<file path="src/ics_pkg.sv">
// ----------------------------------------------------------------------------
// ics_pkg
// Types and constants shared by the indexed character sequence buffer.
// ----------------------------------------------------------------------------
`default_nettype none

package ics_pkg;

	localparam int CHAR_W       = 8;
	localparam int POS_W        = 7;
	localparam int CNT_W        = 7;
	localparam int CMD_W        = 3;
	localparam int ST_W         = 2;
	localparam int CAPACITY_DEF = 64;

	localparam logic [CMD_W-1:0] CMD_READ    = 3'd0;
	localparam logic [CMD_W-1:0] CMD_INSERT  = 3'd1;
	localparam logic [CMD_W-1:0] CMD_REMOVE  = 3'd2;
	localparam logic [CMD_W-1:0] CMD_REPLACE = 3'd3;
	localparam logic [CMD_W-1:0] CMD_SORTED  = 3'd4;
	localparam logic [CMD_W-1:0] CMD_CLEAR   = 3'd5;

	localparam logic [ST_W-1:0] ST_OK    = 2'd0;
	localparam logic [ST_W-1:0] ST_RANGE = 2'd1;
	localparam logic [ST_W-1:0] ST_FULL  = 2'd2;

	typedef struct packed {
		logic [CMD_W-1:0]         cmd;
		logic [POS_W-1:0]         position;
		logic signed [CHAR_W-1:0] char_in;
	} req_t;

	typedef struct packed {
		logic signed [CHAR_W-1:0] char_out;
		logic [ST_W-1:0]          status;
		logic [CNT_W-1:0]         count;
	} rsp_t;

	// Row-wide control broadcast to every cell during the apply cycle.
	typedef struct packed {
		logic insert;
		logic remove;
		logic write;
	} cell_ctl_t;

endpackage

`default_nettype wire

</file>
<file path="src/ics_cell.sv">
// ----------------------------------------------------------------------------
// ics_cell
// One storage cell of the row: holds a character, takes it from a neighbor or the input.
// ----------------------------------------------------------------------------
`default_nettype none

module ics_cell (
	input  wire logic                              clk,
	input  wire ics_pkg::cell_ctl_t                ctl,
	input  wire logic                              f_self,
	input  wire logic                              f_prev,
	input  wire logic signed [ics_pkg::CHAR_W-1:0] char_in,
	input  wire logic signed [ics_pkg::CHAR_W-1:0] left_data,
	input  wire logic signed [ics_pkg::CHAR_W-1:0] right_data,
	output logic signed [ics_pkg::CHAR_W-1:0]      data,
	output logic                                   le
);

	logic signed [ics_pkg::CHAR_W-1:0] data_q;

	// The flag marks cells at or after the addressed index; the first marked
	// cell is the addressed one.
	always_ff @(posedge clk) begin
		if (ctl.insert && f_self) begin
			data_q <= f_prev ? left_data : char_in;
		end else if (ctl.remove && f_self) begin
			data_q <= right_data;
		end else if (ctl.write && f_self && !f_prev) begin
			data_q <= char_in;
		end
	end

	assign data = data_q;
	assign le   = (char_in <= data_q);

endmodule

`default_nettype wire

</file>
<file path="src/indexed_char_sequence_buffer.sv">
// ----------------------------------------------------------------------------
// indexed_char_sequence_buffer
// Ordered sequence of signed characters kept in a shifting row of cells.
// ----------------------------------------------------------------------------
// A request is accepted when start is high and busy is low; busy then stays
// high in the evaluate and apply states, and the result is shown for one
// cycle with done in the same cycle that busy falls. A new request may be
// accepted in that same cycle, but not while the last one is still busy.
// In the evaluate state every cell compares the incoming character and, for
// a sorted insert, a prefix tree marks the insertion point. In the apply
// state the row shifts or one cell is written. The receiver cannot stall.
// ----------------------------------------------------------------------------
`default_nettype none

module indexed_char_sequence_buffer #(
	parameter int CAPACITY = ics_pkg::CAPACITY_DEF
) (
	input  wire logic          clk,
	input  wire logic          arst_n,
	input  wire logic          start,
	input  wire ics_pkg::req_t req,
	output logic               busy,
	output logic               done,
	output ics_pkg::rsp_t      rsp
);

	localparam int CW = $clog2(CAPACITY + 1);
	localparam int IW = (CW > ics_pkg::POS_W) ? CW : ics_pkg::POS_W;
	localparam int LV = $clog2(CAPACITY);

	typedef enum logic [1:0] {S_IDLE, S_EVAL, S_APPLY} state_t;

	state_t                             state_q;
	ics_pkg::req_t                      req_q;
	logic [CW-1:0]                      count_q;
	logic [CAPACITY-1:0]                flags_q;
	logic                               done_q;
	ics_pkg::rsp_t                      rsp_q;

	logic signed [ics_pkg::CHAR_W-1:0]  cell_data [CAPACITY];
	logic [CAPACITY-1:0]                le_vec;
	logic [CAPACITY-1:0]                geq_pos;
	logic [CAPACITY-1:0]                beyond;
	logic [CAPACITY-1:0]                pre [LV+1];
	logic [CAPACITY-1:0]                flags_next;
	logic [CAPACITY-1:0]                sel;

	logic [IW-1:0]                      pos_ext;
	logic [IW-1:0]                      count_ext;
	logic                               full;
	logic                               in_range;
	logic [ics_pkg::ST_W-1:0]           status;
	logic                               ok;
	ics_pkg::cell_ctl_t                 ctl;
	logic signed [ics_pkg::CHAR_W-1:0]  rd_data;
	logic [CW-1:0]                      count_next;

	assign pos_ext   = IW'(req_q.position);
	assign count_ext = IW'(count_q);
	assign full      = (count_q == CW'(CAPACITY));

	genvar gi, gl;
	generate
		for (gi = 0; gi < CAPACITY; gi++) begin : g_row
			localparam logic [IW-1:0] IDX = IW'(gi);
			logic signed [ics_pkg::CHAR_W-1:0] left_d;
			logic signed [ics_pkg::CHAR_W-1:0] right_d;
			logic                              f_prev;

			if (gi == 0) begin : g_first
				assign left_d = req_q.char_in;
				assign f_prev = 1'b0;
			end else begin : g_mid
				assign left_d = cell_data[gi-1];
				assign f_prev = flags_q[gi-1];
			end
			if (gi == CAPACITY - 1) begin : g_last
				assign right_d = cell_data[gi];
			end else begin : g_inner
				assign right_d = cell_data[gi+1];
			end

			ics_cell u_cell (
				.clk        (clk),
				.ctl        (ctl),
				.f_self     (flags_q[gi]),
				.f_prev     (f_prev),
				.char_in    (req_q.char_in),
				.left_data  (left_d),
				.right_data (right_d),
				.data       (cell_data[gi]),
				.le         (le_vec[gi])
			);

			assign geq_pos[gi] = (IDX >= pos_ext);
			assign beyond[gi]  = (count_ext <= IDX);
			assign sel[gi]     = flags_q[gi] & ~f_prev;
		end

		// Parallel prefix OR: a cell is marked once any valid cell at or
		// before it holds a value not less than the new character.
		assign pre[0] = le_vec & ~beyond;
		for (gl = 0; gl < LV; gl++) begin : g_lvl
			for (gi = 0; gi < CAPACITY; gi++) begin : g_bit
				if (gi >= (1 << gl)) begin : g_or
					assign pre[gl+1][gi] = pre[gl][gi] | pre[gl][gi-(1<<gl)];
				end else begin : g_pass
					assign pre[gl+1][gi] = pre[gl][gi];
				end
			end
		end
	endgenerate

	assign flags_next = (req_q.cmd == ics_pkg::CMD_SORTED) ? (pre[LV] | beyond) : geq_pos;

	always_comb begin
		in_range = 1'b1;
		status   = ics_pkg::ST_OK;
		case (req_q.cmd)
			ics_pkg::CMD_READ, ics_pkg::CMD_REMOVE, ics_pkg::CMD_REPLACE: begin
				in_range = (pos_ext < count_ext);
				status   = in_range ? ics_pkg::ST_OK : ics_pkg::ST_RANGE;
			end
			ics_pkg::CMD_INSERT: begin
				in_range = (pos_ext <= count_ext);
				if (!in_range) begin
					status = ics_pkg::ST_RANGE;
				end else if (full) begin
					status = ics_pkg::ST_FULL;
				end
			end
			ics_pkg::CMD_SORTED: begin
				status = full ? ics_pkg::ST_FULL : ics_pkg::ST_OK;
			end
			default: begin
				status = ics_pkg::ST_OK;
			end
		endcase
		ok = (status == ics_pkg::ST_OK);
	end

	always_comb begin
		ctl.insert = 1'b0;
		ctl.remove = 1'b0;
		ctl.write  = 1'b0;
		if (state_q == S_APPLY && ok) begin
			ctl.insert = (req_q.cmd == ics_pkg::CMD_INSERT) ||
			             (req_q.cmd == ics_pkg::CMD_SORTED);
			ctl.remove = (req_q.cmd == ics_pkg::CMD_REMOVE);
			ctl.write  = (req_q.cmd == ics_pkg::CMD_REPLACE);
		end
	end

	always_comb begin
		rd_data = '0;
		for (int i = 0; i < CAPACITY; i++) begin
			rd_data = rd_data | (cell_data[i] & {ics_pkg::CHAR_W{sel[i]}});
		end
		if (!(ok && req_q.cmd == ics_pkg::CMD_READ)) begin
			rd_data = '0;
		end
	end

	always_comb begin
		count_next = count_q;
		if (ok) begin
			if (req_q.cmd == ics_pkg::CMD_INSERT || req_q.cmd == ics_pkg::CMD_SORTED) begin
				count_next = count_q + CW'(1);
			end else if (req_q.cmd == ics_pkg::CMD_REMOVE) begin
				count_next = count_q - CW'(1);
			end else if (req_q.cmd == ics_pkg::CMD_CLEAR) begin
				count_next = '0;
			end
		end
	end

	always_ff @(posedge clk or negedge arst_n) begin
		if (!arst_n) begin
			state_q <= S_IDLE;
			req_q   <= '0;
			flags_q <= '0;
			count_q <= '0;
			done_q  <= 1'b0;
			rsp_q   <= '0;
		end else begin
			done_q <= 1'b0;
			unique case (state_q)
				S_IDLE: begin
					if (start) begin
						req_q   <= req;
						state_q <= S_EVAL;
					end
				end
				S_EVAL: begin
					flags_q <= flags_next;
					state_q <= S_APPLY;
				end
				S_APPLY: begin
					count_q        <= count_next;
					rsp_q.char_out <= rd_data;
					rsp_q.status   <= status;
					rsp_q.count    <= ics_pkg::CNT_W'(count_next);
					done_q         <= 1'b1;
					state_q        <= S_IDLE;
				end
				default: begin
					state_q <= S_IDLE;
				end
			endcase
		end
	end

	assign busy = (state_q != S_IDLE);
	assign done = done_q;
	assign rsp  = rsp_q;

endmodule

`default_nettype wire

</file>
<file path="config.mk">
export PLATFORM = sky130hd
export DESIGN_NAME = indexed_char_sequence_buffer
export DESIGN_NICKNAME = d
export VERILOG_FILES = /design/src/ics_pkg.sv /design/src/ics_cell.sv /design/src/indexed_char_sequence_buffer.sv
export SDC_FILE = /design/constraint.sdc
export NUM_CORES = 2
export LEC_CHECK = 0
export ABC_AREA = 1
export BUFFER_PORTS_ARGS = -buffer_cell sky130_fd_sc_hd__buf_2
export CAP_MARGIN = 20
export CORE_ASPECT_RATIO = 0.6
export CORE_MARGIN = 8
export CORE_UTILIZATION = 48
export CTS_BUF_LIST = sky130_fd_sc_hd__clkbuf_8
export DETAILED_ROUTE_END_ITERATION = 7
export SLEW_MARGIN = 20
export SYNTH_ARGS = -nofsm -noshare
export SYNTH_HDL_FRONTEND = slang
export SYNTH_SLANG_ARGS = --single-unit
</file>
<file path="constraint.sdc">
create_clock -name clk -period 5.3 [get_ports clk]
set_input_delay 0.53 -clock clk [delete_from_list [all_inputs] [get_ports clk]]
set_output_delay 0.53 -clock clk [all_outputs]
set_load 0.005 [all_outputs]
</file>
# Word-level counts from Yosys, hierarchy flattened
# Index checks and enable logic that the tools add are counted.
[totals]
ff_bits = 614
input_bits = 21
word_cells = 1518
[op_classes]
n_addsub = 2
order_cmp = 194
reduce_logical = 394
n_mux = 268
bitwise = 577
n_eq_ne = 10
[op_table]
columns = ["cell", "n"]
rows = [
  ["8-bit 2-to-1 mux", 256],
  ["8-bit AND", 64],
  ["8-bit <= comparator", 64],
  ["8-bit bitwise OR", 63],
  ["1-bit bitwise OR", 321],
  ["1-bit logical AND", 257],
  ["6-bit by 7-bit greater-or-equal comparator with 1-bit output (first input constant)", 32],
  ["7-bit by 6-bit <= comparator with 1-bit output (second input constant)", 32],
  ["3-bit nonzero test", 64],
  ["5-bit by 7-bit greater-or-equal comparator with 1-bit output (first input constant)", 16],
  ["7-bit by 5-bit <= comparator with 1-bit output (second input constant)", 16],
  ["64-bit AND", 1],
  ["64-bit 2-to-1 mux", 1],
  ["64-bit inverter", 1],
  ["64-bit bitwise OR", 1],
  ["1-bit AND", 63],
  ["1-bit zero test", 63],
  ["1-bit inverter", 63],
  ["4-bit by 7-bit greater-or-equal comparator with 1-bit output (first input constant)", 8],
  ["7-bit by 4-bit <= comparator with 1-bit output (second input constant)", 8],
  ["3-bit by 7-bit greater-or-equal comparator with 1-bit output (first input constant)", 4],
  ["7-bit by 3-bit <= comparator with 1-bit output (second input constant)", 4],
  ["7-bit 2-to-1 mux", 3],
  ["1-bit by 7-bit greater-or-equal comparator with 1-bit output (first input constant)", 2],
  ["other kinds (27)", 38],
]

# Depth between registers and ports, before layout
[depth]
word_depth = 67
depth_mapped = 23

# Cells and area by module
# From an unflattened synthesis, not the netlist that was laid out.
[unflattened]
hier_cells = 8107
area_unflattened_um2 = 57425.1
[by_module_without_submodules]
columns = ["mod", "area_per_inst_um2", "n_inst", "seq_area_each_um2", "cells_each"]
rows = [
  ["ics_cell", 723.2, 64, 240.2, 95],
  ["indexed_char_sequence_buffer", 11140.7, 1, 2552.4, 2027],
]

# Worst setup path before layout
# Ideal clock, no wire load.
[synth_timing]
kind = "reg-to-reg"
from = "reg req_q, in the netlist g_row[0].left_d[0]"
to = "reg flags_q[54]"
synth_period_minus_slack_ps = 4109
required_ps = 5179
path_stages_with_launch = 18
n_path_buf = 1
t_arrival_ps = 3988
setup_ps = 121
slack_ps = 1191
cell_sequence = "dfrtp_1 inv_2 clkbuf_1 ha_1 nand2_1 inv_1 a31oi_1 nand2_1 nand3_1 nand3_2 nor2_4 nand2_2 nor2_2 inv_2 nor2_4 nand3_1 o21bai_1 nand2_1"
[synth_via]
elab_chain_cells = 10
[synth_rtl]
columns = ["item", "line_no", "text"]
rows = [
  ["start: declaration", "indexed_char_sequence_buffer.sv:34", "ics_pkg::req_t req_q;"],
  ["start signal: assignment", "indexed_char_sequence_buffer.sv:190", "req_q <= req;"],
  ["8-bit <= comparator", "ics_cell.sv:34", "assign le = (char_in <= data_q);"],
  ["64-bit AND (*)", "indexed_char_sequence_buffer.sv:102", "assign pre[0] = le_vec & ~beyond;"],
  ["1-bit bitwise OR (5 in series)", "indexed_char_sequence_buffer.sv:106", "assign pre[gl+1][gi] = pre[gl][gi] | pre[gl][gi-(1<<gl)];"],
  ["1-bit bitwise OR (*)", "indexed_char_sequence_buffer.sv:106", ""],
  ["64-bit bitwise OR (*)", "indexed_char_sequence_buffer.sv:114", "assign flags_next = (req_q.cmd == ics_pkg::CMD_SORTED) ? (pre[LV] | beyond) : geq_pos;"],
  ["64-bit 2-to-1 mux (*)", "indexed_char_sequence_buffer.sv:114", ""],
  ["end signal: assignment", "indexed_char_sequence_buffer.sv:195", "flags_q <= flags_next;"],
  ["end: declaration", "indexed_char_sequence_buffer.sv:36", "logic [CAPACITY-1:0] flags_q;"],
]
# Mark *: on every way between the ends. The rest lies on a longest branch, timed or not.
# A chain may end at the register's enable or synchronous reset.

==> results.sh <==
export IMPL_antenna_found_initial=20
export IMPL_seq_area_frac_synth=0.321
export IMPL_core_area_mm2=0.116
export IMPL_p_leak_nw=27.7
export IMPL_dieArea_mm2=0.128
export IMPL_fin_area_mm2=0.0603
export IMPL_multi_input_area_mm2=0.0328
export IMPL_path_max_fanout=26
export IMPL_drive_gt1_frac=0.0700
export IMPL_post_cts_buffers=0
export IMPL_slew_headroom=0.156
export IMPL_routed_via_density=6.48
export IMPL_fin_tns_setup_ns=0
export IMPL_io_pins=40
export IMPL_status="finished clean"
export IMPL_startpoint_type="register"
export IMPL_grt_pass1_vias=54176
export IMPL_routed_wire_length_per_instance_um=30.6
export IMPL_synth_area_leaders="edfxtp_1 (28%), nand2_1 (15%), ha_1 (12%)"
export IMPL_area_growth_pct=7.89
export IMPL_critPathCaptureType="register"
export IMPL_start_util=0.481
export IMPL_worst_pin_slew_ns=1.23
export IMPL_ys_seq_elements=614
export IMPL_max_freq_mhz=207
export IMPL_totalWireLength_um=292000
export IMPL_rows=97
export IMPL_fin_crit_ns=4.84
export IMPL_hpwl_um=221000
export IMPL_portBuffers=39
export IMPL_cts_tree="built"
export IMPL_final_nets=8457
export IMPL_yosys_area_top_type="edfxtp_1"
export IMPL_grt_pass1_wl_um=406000
export IMPL_hold_violations=0
export IMPL_syn_nets=8505
export IMPL_ir_drop_mv=0.279
export IMPL_grt_ovfl_total=0
export IMPL_power_density_mw_per_mm2=520
export IMPL_crit_chain="inv_1 > ha_1 > nand4_1 > inv_1 > nand4_1 > o21ai_1 > nor2_1 > nor2_2 > nand2_4 > nor2_8 > buf_4 > nand2_1 > o311ai_1 > buf_4"
export IMPL_grt_start_max_net_pins=56
export IMPL_cts_resized=0
export IMPL_via_count=61890
export IMPL_ys_warn_count=0
export IMPL_finalCritPeriodShare=0.913
export IMPL_topRoutingLayerUsed="met5"
export IMPL_syn_area_mm2=0.0559
export IMPL_dr_wl_met2_um=104000
export IMPL_antenna_left=0
export IMPL_cap_violations=0
export IMPL_setup_viol=0
export IMPL_path_clk_slew_ns=0.09
export IMPL_arrival_ns=5.41
export IMPL_postSynthCellCount=7961
export IMPL_ctsHtreeMaxLevel=3
export IMPL_slowest_stage="dfrtp_1"
export IMPL_clockBufferDepth=3
export IMPL_rsz0062_at_grt="false"
export IMPL_route_met3_wl_um=52900
export IMPL_cts_made_buffers=108
export IMPL_drt_initial_drc_count=11042
export IMPL_fillers=11690
export IMPL_finalHoldWorstSlack_ns=0.307
export IMPL_finClkSkew_ns=0.0454
export IMPL_clkSinkCount=614
export IMPL_critPathMaxStageDelay_ns=0.64
export IMPL_insertion_delay_ns=0.89
export IMPL_cts_root_buf="clkbuf_8"
export IMPL_post_route_drc_count=0
export IMPL_synth_avg_cell_area_um2=7.02
export IMPL_grt_total_usage=0.435
export IMPL_hp_class="in2async"
export IMPL_place_congestion=1.11
export IMPL_synth_top_area_share=0.275
export IMPL_drt_met1_wl_um=121000
export IMPL_drt_pass1_iter_count=8
export IMPL_die_width_um=457
export IMPL_worstPathRequired_ns=5.87
export IMPL_maxSlewViolCount=0
export IMPL_ys_types=64
export IMPL_regArea_mm2=0.0180
export IMPL_path_class="reg2reg"
export IMPL_dieHeight_um=280
export IMPL_dpl_cell_area_mm2=0.0579
layout make-up:
class | count | area share
multi-input cells | 6019 | 0.543
flip-flops and latches | 614 | 0.298
inverters | 939 | 0.0590
repair buffers | 231 | 0.0322
well taps | 1534 | 0.0318
clock buffers | 117 | 0.0267
clock inverters | 83 | 0.00861
diodes | 12 | 0.000498
cells in the mapped netlist (all sizes together):
library cell and n:
o21a 100, a31oi 10, o2111ai 61, a32oi 6
nand3b 2, ha 523, o41ai 1, a2111oi 7
mux2 3, inv 924, a211oi 54, nand4 78
a41oi 15, a21o 8, nand2 2209, o211ai 51
xor2 1, clkinv 15, a221oi 17, o22ai 89
o21ai 1214, a21boi 3, a221o 1, nor2 575
xnor2 1, nor4 31, edfxtp 512, buf 126
dfrtp 102, a21oi 697, a211o 1, and3 2
o31ai 6, o21bai 24, a22oi 12, a22o 3
or2 47, nor3 30, o311ai 21, o221ai 22
clkbuf 263, o2bb2ai 3, nand3 89, o22a 1
and2 1
stage by stage:
step / cells / setup WS, ns / power, mW / utilization
detailed placement: 9315 / 0.730 / 25.2 / 0.499
floorplan: 7961 / 1.19 / 17.2 / -
CTS: 9535 / 0.701 / 30.0 / 0.519
finish: 9549 / 0.463 / 31.3 / 0.519
global placement: 9315 / 0.867 / 25.1 / 0.499
global route: 9538 / 0.373 / 32.3 / 0.519
logic make-up after synthesis:
logic type / after synthesis / share of synthesized area
adders and majority gates: 523 / 0.117
AOI/OAI and AO/OA: 2427 / 0.242
DFF: 614 / 0.321
and+or+nand+nor: 3064 / 0.226
muxes: 3 / 0.000604
xor gates and xnor gates: 2 / 0.000313
buffers and inverters: 1328 / 0.0938
registers in the layout, indices dropped and copies added (netlist names):
signal             flops
pos_ext                7
g_row.u_cell.data    512
flags_q               64
state_q                2
rsp                   17
g_row.left_d           8
done                   1
req_q                  3
critical path: cells and delay by family (launching register included):
kind,cells,cell delay [ns]
AOI/OAI and AO/OA,2,0.54
DFF,1,0.64
adders and majority gates,1,0.40
buffers and inverters,4,1.29
and+or+nand+nor,7,1.60
cell usage in the layout, fill, tap and decap left out, types with 78 or more instances in the layout:
master | synthesis | final
inv_1 | 887 | 916
nand3_1 | 87 | 87
o22ai_1 | 89 | 89
nor2_1 | 497 | 497
o21ai_0 | 1178 | 1178
o21a_1 | 100 | 100
nand2_1 | 2198 | 2196
a21oi_1 | 696 | 696
buf_4 | 10 | 152
clkbuf_8 | 0 | 117
dfrtp_1 | 102 | 94
ha_1 | 523 | 523
nand4_1 | 78 | 78
edfxtp_1 | 512 | 512
layer usage:
layer  global-route usage  vias up
met5                    0        -
met4                0.163        8
li1                     -    27116
met2                0.547     5147
met3                0.196      664
met1                0.636    28955
path summary, 6_finish.rpt:
check | from | endpoint | slack, ns | depth (start not counted)
setup / recovery | rsp[6] | g_row[52].u_cell.data[6] | 0.46 | 14
hold / removal | arst_n | done | 0.31 | 2
setup reg to reg | rsp[6] | g_row[52].u_cell.data[6] | 0.46 | 14
hold reg to reg | rsp[15] | rsp[15] | 0.48 | 2
min in group clk | start | g_row[0].left_d[2] | 0.32 | 4
max in group asynchronous | arst_n | flags_q[21] | 3.56 | 3
repair_timing:
item                                   CTS  global route
endpoints found under the hold margin   68             0
hold buffers                            20             0
setup endpoints to repair                0             0
report_power, final:
part	total [mW]	internal, mW	switching [mW]
clock network	4.82	2.33	2.49
registers	7.88	6.13	1.74
logic	18.6	4.78	13.9
No activity file was read; power rests on OpenSTA's default activity.
